$ cat config.mk
export PLATFORM = sky130hd
export DESIGN_NAME = heartbeat_liveness_table
export DESIGN_NICKNAME = d
export VERILOG_FILES = /design/src/hdl/hblt_pkg.sv /design/src/hdl/heartbeat_liveness_table.sv /design/src/hdl/hblt_out_reg.sv
export SDC_FILE = /design/constraint.sdc
export NUM_CORES = 1
export LEC_CHECK = 0
export BUFFER_PORTS_ARGS = -buffer_cell sky130_fd_sc_hd__buf_2
export CAP_MARGIN = 10
export CELL_PAD_IN_SITES_DETAIL_PLACEMENT = 0
export CELL_PAD_IN_SITES_GLOBAL_PLACEMENT = 2
export CORE_ASPECT_RATIO = 1.75
export CORE_MARGIN = 5
export CORE_UTILIZATION = 40
export CTS_CLUSTER_DIAMETER = 120
export DETAILED_ROUTE_END_ITERATION = 6
export PLACE_DENSITY = 0.69
export SYNTH_ARGS = -nofsm -noshare
export SYNTH_HDL_FRONTEND = slang
export SYNTH_SLANG_ARGS = --single-unit
$ cat constraint.sdc
create_clock -name clk -period 6.3 [get_ports clk]
set_input_delay 1.26 -clock clk [delete_from_list [all_inputs] [get_ports clk]]
set_output_delay 1.26 -clock clk [all_outputs]
set_load 0.01 [all_outputs]
$ cat src/hdl/hblt_pkg.sv
// Shared types and constants of the heartbeat liveness table.
`timescale 1ns / 1ps

package hblt_pkg;

	localparam int PORT_W      = 16;
	localparam int IVAL_W      = 16;
	localparam int DEC_W       = 16;
	localparam int TIMER_W     = 17;
	localparam int WORD_W      = TIMER_W + PORT_W;
	localparam int MAX_RESULTS = 16;
	localparam int RCNT_W      = $clog2(MAX_RESULTS + 1);
	localparam logic [DEC_W-1:0] DEC_RESET = DEC_W'(10);

	typedef enum logic [1:0] {
		OP_BEAT  = 2'd0,
		OP_STOP  = 2'd1,
		OP_TICK  = 2'd2,
		OP_RELAY = 2'd3
	} op_t;

	typedef enum logic [2:0] {
		ST_ADDED      = 3'd0,
		ST_REFRESHED  = 3'd1,
		ST_FULL       = 3'd2,
		ST_STOPPED    = 3'd3,
		ST_STOP_MISS  = 3'd4,
		ST_TICK       = 3'd5,
		ST_RELAY_PORT = 3'd6,
		ST_RELAY_NONE = 3'd7
	} status_t;

	typedef struct packed {
		status_t           status;
		logic [PORT_W-1:0] port;
		logic              last;
	} result_t;

endpackage

$ cat src/hdl/heartbeat_liveness_table.sv
// Top level of the heartbeat liveness table: slot memory, walk sequencer, result queue.
`timescale 1ns / 1ps

// Channel    | Direction | Payload                                          | Handshake
// s_*        | in        | tuser[1:0] op; tdata[15:0] client_port,          | s_tvalid/s_tready
//            |           | tdata[31:16] beat_interval                       |
// m_*        | out       | tuser[2:0] status; tdata[15:0] out_port; tlast   | m_tvalid/m_tready
// cfg_*      | in        | cfg_data[15:0] tick_decrement                    | cfg_valid/cfg_ready
//
// Each request passes through three states before the next request can be accepted:
// accept in idle, walk the slot memory through its single read port one slot a cycle
// while no relay result is held back, plus a drain step, then close.
// Reset clears the alive and used flags in flip-flops at once; no clearing pass.
// A stalled result output holds the walk only when a relay result must be queued;
// the next request is accepted while the final result still waits in the output.

module heartbeat_liveness_table #(
	parameter int NUM_ENTRIES = 16
) (
	input  logic                          clk,
	input  logic                          arst_n,
	input  logic                          s_tvalid,
	output logic                          s_tready,
	input  logic [31:0]                   s_tdata,   // client_port, beat_interval
	input  logic [1:0]                    s_tuser,   // op
	output logic                          m_tvalid,
	input  logic                          m_tready,
	output logic [hblt_pkg::PORT_W-1:0]   m_tdata,   // out_port
	output logic [2:0]                    m_tuser,   // status
	output logic                          m_tlast,   // last
	input  logic                          cfg_valid,
	output logic                          cfg_ready,
	input  logic [hblt_pkg::DEC_W-1:0]    cfg_data   // tick_decrement
);
	import hblt_pkg::*;

	localparam int IDX_W = (NUM_ENTRIES > 1) ? $clog2(NUM_ENTRIES) : 1;
	localparam int CNT_W = $clog2(NUM_ENTRIES + 1);

	typedef enum logic [2:0] {
		FSM_IDLE  = 3'b001,
		FSM_WALK  = 3'b010,
		FSM_FINAL = 3'b100
	} fsm_t;

	fsm_t state_q;

	// Request registers
	op_t               op_q;
	logic [PORT_W-1:0] port_q;
	logic [IVAL_W-1:0] ival_q;
	logic [DEC_W-1:0]  dec_q;

	// Slot memory: {timer, port}. Timers are read only for alive slots, and a slot
	// turns alive only through a heartbeat that writes its word.
	logic [WORD_W-1:0] mem [NUM_ENTRIES];
	logic [WORD_W-1:0] rd_word_s1;
	logic              valid_s1;
	logic [IDX_W-1:0]  idx_s1;
	logic [CNT_W-1:0]  rd_cnt_q;

	logic [NUM_ENTRIES-1:0] alive_q;
	logic [NUM_ENTRIES-1:0] used_q;

	// Search results of the walk
	logic             match_found_q, free_found_q, dead_found_q;
	logic [IDX_W-1:0] match_idx_q, free_idx_q, dead_idx_q;

	// Relay: one port held back so the final one can carry last
	logic              pend_valid_q;
	logic [PORT_W-1:0] pend_port_q;
	logic [RCNT_W-1:0] rel_cnt_q;

	logic               walking, issue, adv, rd_en;
	logic               s1_used, s1_alive, s1_match;
	logic [PORT_W-1:0]  s1_port;
	logic [TIMER_W-1:0] s1_timer, dec_ext;
	logic               relay_hit, walk_push, tick_hit, tick_expire;
	logic               out_free, push, fin_go;
	result_t            push_res;
	logic               wr_en;
	logic [IDX_W-1:0]   wr_idx;
	logic [WORD_W-1:0]  wr_word;
	logic               hb_take;
	logic [IDX_W-1:0]   hb_idx;
	status_t            hb_status;

	assign s_tready  = (state_q == FSM_IDLE);
	assign cfg_ready = 1'b1;

	assign walking  = (state_q == FSM_WALK);
	assign issue    = walking && (rd_cnt_q < CNT_W'(NUM_ENTRIES));
	assign s1_used  = used_q[idx_s1];
	assign s1_alive = alive_q[idx_s1];
	assign s1_port  = rd_word_s1[PORT_W-1:0];
	assign s1_timer = rd_word_s1[WORD_W-1:PORT_W];
	assign s1_match = valid_s1 && s1_used && (s1_port == port_q);
	assign dec_ext  = {{(TIMER_W-DEC_W){1'b0}}, dec_q};

	assign relay_hit = walking && valid_s1 && (op_q == OP_RELAY) && s1_alive
		&& (rel_cnt_q < RCNT_W'(MAX_RESULTS));
	assign walk_push = relay_hit && pend_valid_q;
	// Hold the walk only while a relay result cannot be queued
	assign adv   = !(walk_push && !out_free);
	assign rd_en = issue && adv;

	assign tick_hit    = walking && valid_s1 && (op_q == OP_TICK) && s1_alive && adv;
	assign tick_expire = (s1_timer <= dec_ext);

	// Heartbeat slot choice: matching slot, else lowest unused, else lowest dead
	always_comb begin
		hb_take   = 1'b1;
		hb_idx    = match_idx_q;
		hb_status = ST_REFRESHED;
		if (!match_found_q) begin
			hb_status = ST_ADDED;
			if (free_found_q) begin
				hb_idx = free_idx_q;
			end else if (dead_found_q) begin
				hb_idx = dead_idx_q;
			end else begin
				hb_take   = 1'b0;
				hb_status = ST_FULL;
			end
		end
	end

	assign fin_go = (state_q == FSM_FINAL) && out_free;

	// Result to queue: a held relay port while walking, else the closing result
	always_comb begin
		push_res.status = ST_TICK;
		push_res.port   = '0;
		push_res.last   = 1'b1;
		if (walking) begin
			push_res.status = ST_RELAY_PORT;
			push_res.port   = pend_port_q;
			push_res.last   = 1'b0;
		end else begin
			case (op_q)
				OP_BEAT: push_res.status = hb_status;
				OP_STOP: push_res.status = match_found_q ? ST_STOPPED : ST_STOP_MISS;
				OP_TICK: push_res.status = ST_TICK;
				OP_RELAY: begin
					if (pend_valid_q) begin
						push_res.status = ST_RELAY_PORT;
						push_res.port   = pend_port_q;
					end else begin
						push_res.status = ST_RELAY_NONE;
					end
				end
				default: push_res.status = ST_TICK;
			endcase
		end
	end

	assign push = (walk_push && out_free) || fin_go;

	// Memory write: tick write-back during the walk, heartbeat load at the close
	always_comb begin
		wr_en   = 1'b0;
		wr_idx  = idx_s1;
		wr_word = rd_word_s1;
		if (tick_hit) begin
			wr_en   = 1'b1;
			wr_word = {tick_expire ? TIMER_W'(0) : (s1_timer - dec_ext), s1_port};
		end else if (fin_go && (op_q == OP_BEAT) && hb_take) begin
			wr_en   = 1'b1;
			wr_idx  = hb_idx;
			wr_word = {ival_q, 1'b0, port_q};
		end
	end

	always_ff @(posedge clk) begin
		if (wr_en) begin
			mem[wr_idx] <= wr_word;
		end
	end

	always_ff @(posedge clk) begin
		if (rd_en) begin
			rd_word_s1 <= mem[rd_cnt_q[IDX_W-1:0]];
			idx_s1     <= rd_cnt_q[IDX_W-1:0];
		end
	end

	// Sequencer
	always_ff @(posedge clk or negedge arst_n) begin
		if (!arst_n) begin
			state_q  <= FSM_IDLE;
			rd_cnt_q <= '0;
			valid_s1 <= 1'b0;
		end else begin
			case (state_q)
				FSM_IDLE: begin
					if (s_tvalid) begin
						state_q  <= FSM_WALK;
						rd_cnt_q <= '0;
						valid_s1 <= 1'b0;
					end
				end
				FSM_WALK: begin
					if (adv) begin
						valid_s1 <= issue;
						if (issue) begin
							rd_cnt_q <= rd_cnt_q + CNT_W'(1);
						end else if (!valid_s1) begin
							state_q <= FSM_FINAL;
						end
					end
				end
				FSM_FINAL: begin
					if (out_free) begin
						state_q <= FSM_IDLE;
					end
				end
				default: state_q <= FSM_IDLE;
			endcase
		end
	end

	// Request capture
	always_ff @(posedge clk) begin
		if (s_tvalid && s_tready) begin
			op_q   <= op_t'(s_tuser);
			port_q <= s_tdata[PORT_W-1:0];
			ival_q <= s_tdata[PORT_W+IVAL_W-1:PORT_W];
		end
	end

	always_ff @(posedge clk or negedge arst_n) begin
		if (!arst_n) begin
			dec_q <= DEC_RESET;
		end else if (cfg_valid && cfg_ready) begin
			dec_q <= cfg_data;
		end
	end

	// Walk bookkeeping: first match, first unused, first dead; relay hold
	always_ff @(posedge clk or negedge arst_n) begin
		if (!arst_n) begin
			match_found_q <= 1'b0;
			free_found_q  <= 1'b0;
			dead_found_q  <= 1'b0;
			pend_valid_q  <= 1'b0;
			rel_cnt_q     <= '0;
		end else if (s_tvalid && s_tready) begin
			match_found_q <= 1'b0;
			free_found_q  <= 1'b0;
			dead_found_q  <= 1'b0;
			pend_valid_q  <= 1'b0;
			rel_cnt_q     <= '0;
		end else if (walking && valid_s1 && adv) begin
			if (s1_match && !match_found_q) begin
				match_found_q <= 1'b1;
			end
			if (!s1_used && !free_found_q) begin
				free_found_q <= 1'b1;
			end
			if (!s1_alive && !dead_found_q) begin
				dead_found_q <= 1'b1;
			end
			if (relay_hit) begin
				pend_valid_q <= 1'b1;
				rel_cnt_q    <= rel_cnt_q + RCNT_W'(1);
			end
		end
	end

	always_ff @(posedge clk) begin
		if (walking && valid_s1 && adv) begin
			if (s1_match && !match_found_q) begin
				match_idx_q <= idx_s1;
			end
			if (!s1_used && !free_found_q) begin
				free_idx_q <= idx_s1;
			end
			if (!s1_alive && !dead_found_q) begin
				dead_idx_q <= idx_s1;
			end
			if (relay_hit) begin
				pend_port_q <= s1_port;
			end
		end
	end

	// Liveness flags: tick expiry during the walk, heartbeat and stop at the close
	always_ff @(posedge clk or negedge arst_n) begin
		if (!arst_n) begin
			alive_q <= '0;
			used_q  <= '0;
		end else begin
			if (tick_hit && tick_expire) begin
				alive_q[idx_s1] <= 1'b0;
			end
			if (fin_go && (op_q == OP_BEAT) && hb_take) begin
				alive_q[hb_idx] <= 1'b1;
				used_q[hb_idx]  <= 1'b1;
			end
			if (fin_go && (op_q == OP_STOP) && match_found_q) begin
				alive_q[match_idx_q] <= 1'b0;
			end
		end
	end

	hblt_out_reg u_out (
		.clk      (clk),
		.arst_n   (arst_n),
		.push     (push),
		.result   (push_res),
		.free     (out_free),
		.m_tvalid (m_tvalid),
		.m_tready (m_tready),
		.m_tdata  (m_tdata),
		.m_tuser  (m_tuser),
		.m_tlast  (m_tlast)
	);

	// A result is queued only into a free output register
	assert property (@(posedge clk) disable iff (!arst_n) push |-> out_free)
		else $error("result queued into a full output register");

	// An alive slot is always a used slot
	assert property (@(posedge clk) disable iff (!arst_n) (alive_q & ~used_q) == '0)
		else $error("alive flag set on an unused slot");

	// An accepted request always starts a walk
	assert property (@(posedge clk) disable iff (!arst_n)
		(s_tvalid && s_tready) |=> (state_q == FSM_WALK && rd_cnt_q == '0))
		else $error("accepted request did not start a walk");

	// Relay never lists more than the result limit
	assert property (@(posedge clk) disable iff (!arst_n)
		rel_cnt_q <= RCNT_W'(MAX_RESULTS))
		else $error("relay count beyond limit");

endmodule

$ cat src/hdl/hblt_out_reg.sv
// Output holding register for result requests.
`timescale 1ns / 1ps

module hblt_out_reg (
	input  logic                          clk,
	input  logic                          arst_n,
	input  logic                          push,
	input  hblt_pkg::result_t             result,
	output logic                          free,
	output logic                          m_tvalid,
	input  logic                          m_tready,
	output logic [hblt_pkg::PORT_W-1:0]   m_tdata,  // out_port
	output logic [2:0]                    m_tuser,  // status
	output logic                          m_tlast   // last
);
	import hblt_pkg::*;

	logic    valid_q;
	result_t data_q;

	assign free = !valid_q || m_tready;

	always_ff @(posedge clk or negedge arst_n) begin
		if (!arst_n) begin
			valid_q <= 1'b0;
		end else if (push) begin
			valid_q <= 1'b1;
		end else if (m_tready) begin
			valid_q <= 1'b0;
		end
	end

	always_ff @(posedge clk) begin
		if (push) begin
			data_q <= result;
		end
	end

	assign m_tvalid = valid_q;
	assign m_tdata  = data_q.port;
	assign m_tuser  = data_q.status;
	assign m_tlast  = data_q.last;

endmodule

Word level (Yosys, flattened, before mapping)
Memory sizes are Yosys's and may differ from the RTL's. A register that Yosys moved wholly into a read port is not among the register bits.
Cells that the tools add are included.

storage, ports and cells
  register bits = 153
  memory bits (writable) = 528
  input bits = 55
  output and inout bits = 23
  word-level logic and storage cells = 180
  memories = 1

memories
  name  words  bits a word  rd ports  clocked after memory_dff  write ports  RTL line                        RTL
  mem   16     33           1         1                         1            heartbeat_liveness_table.sv:56  logic [WORD_W-1:0] mem [NUM_ENTRIES];

operators by class
  add/sub/neg operators = 3
  $lt $le $gt $ge = 9
  equality and inequality tests = 13
  mux-type cells = 68
  bitwise logic cells = 6
  reduce and logical (&&, ||, !) cells = 57

operators by type and width
  kind                                                                    number
  16-bit 2-to-1 mux                                                       6
  33-bit 2-to-1 mux                                                       2
  16-bit bitwise AND                                                      2
  16-bit NOT                                                              2
  16-bit bitwise OR                                                       2
  1-bit 2-to-1 mux                                                        30
  5-bit 2-to-1 mux                                                        6
  1-bit logical AND                                                       28
  3-bit 2-to-1 mux                                                        7
  4-bit 2-to-1 mux                                                        5
  17-bit by 16-bit <= comparator with 1-bit output                        1
  17-bit 2-to-1 mux                                                       1
  17-bit by 16-bit subtractor with 17-bit output                          1
  16-bit == test                                                          1
  2-bit AND reduction                                                     8
  4-bit by 5-bit < comparator with 1-bit output (second input constant)   3
  2-bit nonzero test                                                      7
  1-bit demux with 4-bit select                                           3
  4-bit by 1-bit >= comparator with 1-bit output (second input constant)  3
  3-bit case mux with 4 select lines                                      1
  5-bit by 1-bit adder with 5-bit output (second input constant)          2
  5-bit < comparator (second input constant)                              2
  2-bit != test (second input constant)                                   5
  5-bit case mux with 2 select lines                                      1
  16 further kinds                                                        27

Depth between registers and ports, before layout
  depth after elaboration = 15
  mapped depth = 10
  gate-level depth less buffers = 10

By module
From an unflattened synthesis, not the netlist that was laid out.

unflattened totals
  cells, all modules = 1449
  area total of the unflattened synthesis = 28382.2 sq um

modules (own cells, without submodules)
  module                    instances  cells each  area an instance (sq um)  sequential area each (sq um)
  heartbeat_liveness_table  1          1426        27734.1                   20483.4
  hblt_out_reg              1          23          648.1                     625.6

Worst setup path after synthesis
OpenSTA, ideal clock, no wires.

  kind = input-to-reg
  start point = input port m_tready
  end point = memory mem[15][0] (netlist name) (enable)
  setup time = 0.423 ns
  arrival time = 3.730 ns
  required time = 5.877 ns
  path slack = 2.147 ns
  stages on the path = 7
  path buffers = 2
  cells stage by stage = nor2b_1 > clkbuf_1 > nor3_1 > nand2_1 > clkbuf_1 > a31oi_1 > nor2_1

on the way
  word-level cells in the longest chain between the ends = 8
  elaborated cells on any way between the ends = 14
  those cells by class = mux: 6; reduce/logical: 8

RTL lines
  element                                                RTL line                                                          RTL
  start: declaration                                     heartbeat_liveness_table.sv:27                                    input logic m_tready,
  1-bit logical OR (*)                                   hblt_out_reg.sv:21                                                assign free = !valid_q || m_tready;
  1-bit logical AND or 1-bit zero test (tied branches)   heartbeat_liveness_table.sv:128, heartbeat_liveness_table.sv:104
  1-bit logical AND (on tied branches)                   heartbeat_liveness_table.sv:167, heartbeat_liveness_table.sv:104
  1-bit logical AND or 1-bit zero test (tied branches)   heartbeat_liveness_table.sv:167, heartbeat_liveness_table.sv:104
  1-bit 2-to-1 mux or 1-bit logical AND (tied branches)  heartbeat_liveness_table.sv:167, heartbeat_liveness_table.sv:107
  1-bit 2-to-1 mux                                       heartbeat_liveness_table.sv:164                                   if (tick_hit) begin
  1-bit 2-to-1 mux                                       heartbeat_liveness_table.sv:175                                   if (wr_en) begin
  1-bit 2-to-1 mux (not written as such)                 heartbeat_liveness_table.sv:176                                   mem[wr_idx] <= wr_word;
  end: declaration                                       heartbeat_liveness_table.sv:56

Every way passes the cells marked *; elsewhere a longest branch is shown, timed or not.

Final worst setup path
  start point = register rd_word_s1[26], read port of mem
  end point = memory mem[4][21] (netlist name), data pin

on the way
  word-level cells in the longest chain between the ends = 3

RTL lines
  element                                           RTL line                         RTL
  start: declaration                                heartbeat_liveness_table.sv:57   logic [WORD_W-1:0] rd_word_s1;
  17-bit by 16-bit <= comparator with 1-bit output  heartbeat_liveness_table.sv:108  assign tick_expire = (s1_timer <= dec_ext);
  17-bit 2-to-1 mux                                 heartbeat_liveness_table.sv:166  wr_word = {tick_expire ? TIMER_W'(0) : (s1_timer - dec_ext), s1_port};
  33-bit 2-to-1 mux                                 heartbeat_liveness_table.sv:164
  net wr_word[21]                                   heartbeat_liveness_table.sv:83   logic [WORD_W-1:0] wr_word;

The timed path passes the listed nets, and every way through them passes these cells.

==> impl_metrics.xml <==
<?xml version="1.0" encoding="UTF-8"?>
<metrics>
  <group name="global_route">
    <metric name="grt_pass1_vias" unit="">15200</metric>
    <metric name="initial_antenna_violation_count" unit="">1</metric>
    <metric name="grt_start_max_net_pins" unit="">118</metric>
    <metric name="global_route_wire_length_before_repair" unit="um">103000</metric>
    <metric name="global_route.overflow_total" unit="">0</metric>
    <metric name="grt.total_usage" unit="%">18.3</metric>
  </group>
  <group name="worst_setup_path">
    <metric name="critical_path.reg2reg.startpoint" unit="">rd_word_s1[26]$_DFFE_PP_</metric>
    <metric name="critical_path_required" unit="ps">6540</metric>
    <metric name="timing.reg2reg.setup_slack" unit="ps">2210</metric>
    <metric name="critical_path.endpoint_type" unit="">flip-flop</metric>
    <metric name="critPathArrivalTime" unit="ps">4330</metric>
    <metric name="timing.reg2reg.worst_path_depth" unit="">8</metric>
    <metric name="crit_start" unit="">rd_word_s1[26]$_DFFE_PP_</metric>
    <metric name="critical_path.startpoint_type" unit="">flip-flop</metric>
    <metric name="critPathMaxFanout" unit="">21</metric>
    <metric name="timing.setup.critical_path_class" unit="">flip-flop to flip-flop</metric>
    <metric name="rr_endpoint" unit="">mem[4][21]$_DFFE_PP_</metric>
  </group>
  <group name="route">
    <metric name="antenna_violating_nets_post_route" unit="">0</metric>
    <metric name="detail_route.wl_per_cell" unit="um">26.9</metric>
    <metric name="via_per_inst" unit="">5.55</metric>
    <metric name="drt_iter0_markers" unit="">1090</metric>
    <metric name="dr_total_vias" unit="">14400</metric>
    <metric name="remaining_drc_errors" unit="">0</metric>
    <metric name="detail_route.wirelength" unit="um">69700</metric>
    <metric name="detailed_routing_iterations_pass_1" unit="">5</metric>
  </group>
  <group name="pwr">
    <metric name="leakage" unit="nW">10.5</metric>
    <metric name="power.density" unit="nW/um^2">368</metric>
    <metric name="irDropWorstVdd" unit="mV">0.189</metric>
  </group>
  <group name="synth">
    <metric name="synth_cell_type_count" unit="">71</metric>
    <metric name="synth.avg_cell_area" unit="um^2">19.0</metric>
    <metric name="count_of_flip_flops_with_a_built_in_enable_after_synthesis" unit="">647</metric>
    <metric name="syn-cell-area" unit="um^2">28600</metric>
    <metric name="syn_inst" unit="">1505</metric>
    <metric name="synth_top_cell_by_area" unit="">sky130_fd_sc_hd__edfxtp_1</metric>
    <metric name="synth_seq_cells" unit="">714</metric>
    <metric name="postSynth.topFlopCell" unit="">sky130_fd_sc_hd__edfxtp_1</metric>
    <metric name="synth.net_count" unit="">1579</metric>
    <metric name="synth_sequential_area_ratio" unit="%">73.9</metric>
    <metric name="synth.top_cells.by_area" unit="">sky130_fd_sc_hd__edfxtp_1 (68%), sky130_fd_sc_hd__mux4_2 (13%), sky130_fd_sc_hd__dfrtp_1 (5.6%)</metric>
    <metric name="post-synth-top-area-fraction" unit="%">68.0</metric>
    <metric name="synth.yosys.warnings" unit="">0</metric>
    <metric name="postSynth.asyncResetShare" unit="%">9.38</metric>
  </group>
  <group name="floorplanning">
    <metric name="fp.dieArea" unit="um^2">77100</metric>
    <metric name="num_io_pins" unit="">78</metric>
    <metric name="fp.coreArea" unit="um^2">70700</metric>
    <metric name="start_util" unit="%">40.4</metric>
    <metric name="fp.dieH" unit="um">363</metric>
    <metric name="die_w" unit="um">212</metric>
    <metric name="floorplan.rows" unit="">129</metric>
  </group>
  <group name="cells_and_area">
    <metric name="layout.nets" unit="">1695</metric>
    <metric name="top_library_cells_by_usage_in_the_layout_fill_and_taps_aside" unit="">sky130_fd_sc_hd__edfxtp_1 (647), sky130_fd_sc_hd__mux4_2 (171), sky130_fd_sc_hd__nand2_1 (120), sky130_fd_sc_hd__buf_2 (75), sky130_fd_sc_hd__clkbuf_16 (68)</metric>
    <metric name="antenna_cells_inserted" unit="">0</metric>
    <metric name="drive_above_1_share" unit="%">25.4</metric>
    <metric name="area.growth.synth_to_final" unit="%">13.5</metric>
    <metric name="mostFrequentLayoutCell" unit="">sky130_fd_sc_hd__edfxtp_1</metric>
  </group>
  <group name="timing">
    <metric name="setup_violations" unit="">0</metric>
    <metric name="timing.max_slew.rel_slack" unit="%">16.9</metric>
    <metric name="clock_skew" unit="ps">26.3</metric>
    <metric name="worstMarginPinSlew" unit="ps">1240</metric>
    <metric name="min_period_over_period" unit="%">64.9</metric>
    <metric name="timing.final.hold_violations" unit="">0</metric>
    <metric name="post-route-min-period" unit="ps">4090</metric>
    <metric name="setup_ws" unit="ps">2210</metric>
    <metric name="rsz0062_at_grt" unit="">false</metric>
    <metric name="summed_negative_setup_slack_over_all_endpoints" unit="ps">0</metric>
    <metric name="finalMaxSlewViolations" unit="">0</metric>
    <metric name="timing.fmax" unit="MHz">245</metric>
  </group>
  <group name="clock_tree">
    <metric name="worst_skew_pair.late_latency" unit="ps">620</metric>
    <metric name="postCtsSetupBuffers" unit="">0</metric>
    <metric name="cts_max_level" unit="">3</metric>
    <metric name="cts_sinks" unit="">714</metric>
    <metric name="cts_tree" unit="">done</metric>
    <metric name="number_of_buffers_created_by_cts" unit="">68</metric>
    <metric name="max-clock-path-buffers" unit="">3</metric>
    <metric name="holdBufCountCts" unit="">0</metric>
    <metric name="clock_edge_transition_at_the_registers_on_the_reported_setup_and_hold_paths" unit="ps">60</metric>
    <metric name="cts_resized" unit="">0</metric>
    <metric name="clk_root_buffer_cell" unit="">sky130_fd_sc_hd__clkbuf_16</metric>
  </group>
  <group name="outcome">
    <metric name="outcome" unit="">complete, no violations</metric>
  </group>
  <group name="job">
    <metric name="maxCapViolations" unit="">0</metric>
  </group>
  <group name="worst_hold_path">
    <metric name="hold_depth" unit="">1</metric>
    <metric name="worst_hold_startpoint" unit="">used_q[2]$_DFFE_PN0P_</metric>
    <metric name="min_to" unit="">used_q[2]$_DFFE_PN0P_</metric>
    <metric name="hold_class" unit="">flip-flop to flip-flop</metric>
  </group>
  <group name="placement">
    <metric name="place_congestion" unit="">0.811</metric>
    <metric name="dpl_worst_slack" unit="ps">1520</metric>
    <metric name="detailed_place_hpwl" unit="um">44100</metric>
    <metric name="portBuffers" unit="">76</metric>
  </group>
</metrics>
per-stage QoR:
step	hold WS (ps)	std cells	power [mW]	util, %	instance area [um^2]
2_1_floorplan	423	1505	7.33	-	28600
3_3_place_gp	446	2466	8.08	42.8	30300
3_5_place_dp	450	2466	8.10	42.8	30300
4_1_cts	468	2589	12.1	45.8	32400
5_1_grt	472	2591	12.4	45.8	32400
6_report	466	2591	11.9	45.8	32400
power breakdown:
part | switching, mW | internal, mW
Clock | 1.79 | 2.17
Sequential | 0.199 | 5.63
Combinational | 1.28 | 0.859
how the worst max path moves through the flow:
stage               cells after the start  slack, ps                    to
global route                            7       1970  mem[3][17]$_DFFE_PP_
floorplan                               7       2150  mem[15][0]$_DFFE_PP_
finish                                  8       2210  mem[4][21]$_DFFE_PP_
detailed placement                      9       1520  mem[3][27]$_DFFE_PP_
global placement                        9       1620  mem[3][27]$_DFFE_PP_
CTS                                     7       2160  mem[3][26]$_DFFE_PP_
synthesized netlist by cell type (all sizes together) (10+ instances only):
library cell and instances:
a21oi 36, nand2 120, a22oi 17, nand2b 25, xor2 19, o21ai 46, clkbuf 34, inv 29
o31ai 15, nand3 15, and2 17, dfrtp 64, edfxtp 647, mux4 171, ha 18, buf 34
nor2 50, nor3 14, xnor2 10
sequential cells by signal, indices dropped and copies added, names as in the netlist, 2 cells and up:
name	flops
alive_q	16
dead_idx_q	4
dec_q	16
free_idx_q	4
idx_s1	4
ival_q	16
match_idx_q	4
mem	528
op_q	2
pend_port_q	16
port_q	16
rd_cnt_q	5
rd_word_s1	33
rel_cnt_q	5
state_q	3
u_out.m_tdata	16
u_out.m_tuser	3
used_q	16
cells by family (layout without fill, tap and decap cells):
group	after synthesis	after routing	share of synthesized area, %
AND/OR/NAND/NOR	289	289	4.99
adder cells (fa/ha/maj)	19	19	0.859
AO/OA/AOI/OAI	171	171	3.95
XOR/XNOR	29	29	0.889
buffers and inverters	97	266	1.40
flip-flops	714	714	73.9
other	1	1	0.0131
multiplexers	185	185	14.0
worst max-delay path, stage by stage (launching register included):
cell and delay, ps:
sky130_fd_sc_hd__edfxtp_1 390, sky130_fd_sc_hd__ha_1 420, sky130_fd_sc_hd__nand4_1 220, sky130_fd_sc_hd__or4_1 510, sky130_fd_sc_hd__a21oi_1 260, sky130_fd_sc_hd__o31a_1 160
sky130_fd_sc_hd__buf_4 270, sky130_fd_sc_hd__nand2_1 380, sky130_fd_sc_hd__o21ai_1 1080
layer usage:
metal | up-vias | track usage [%] | wire (um)
li1 | 6291 | - | -
met1 | 7597 | 20.9 | 25100
met3 | 122 | 2.84 | 3080
met4 | 0 | 7.51 | 2780
met2 | 376 | 33.8 | 38800
met5 | - | 0 | 0
area by class of cell:
class,count,area [um^2]
well taps,917,1150
clock inverters,38,339
multi-input cells,694,7190
inverters,29,109
clock buffers,85,1790
fillers,6007,38300
repair buffers,114,722
flip-flops and latches,714,21100
Power figures use the tool's default switching activity.
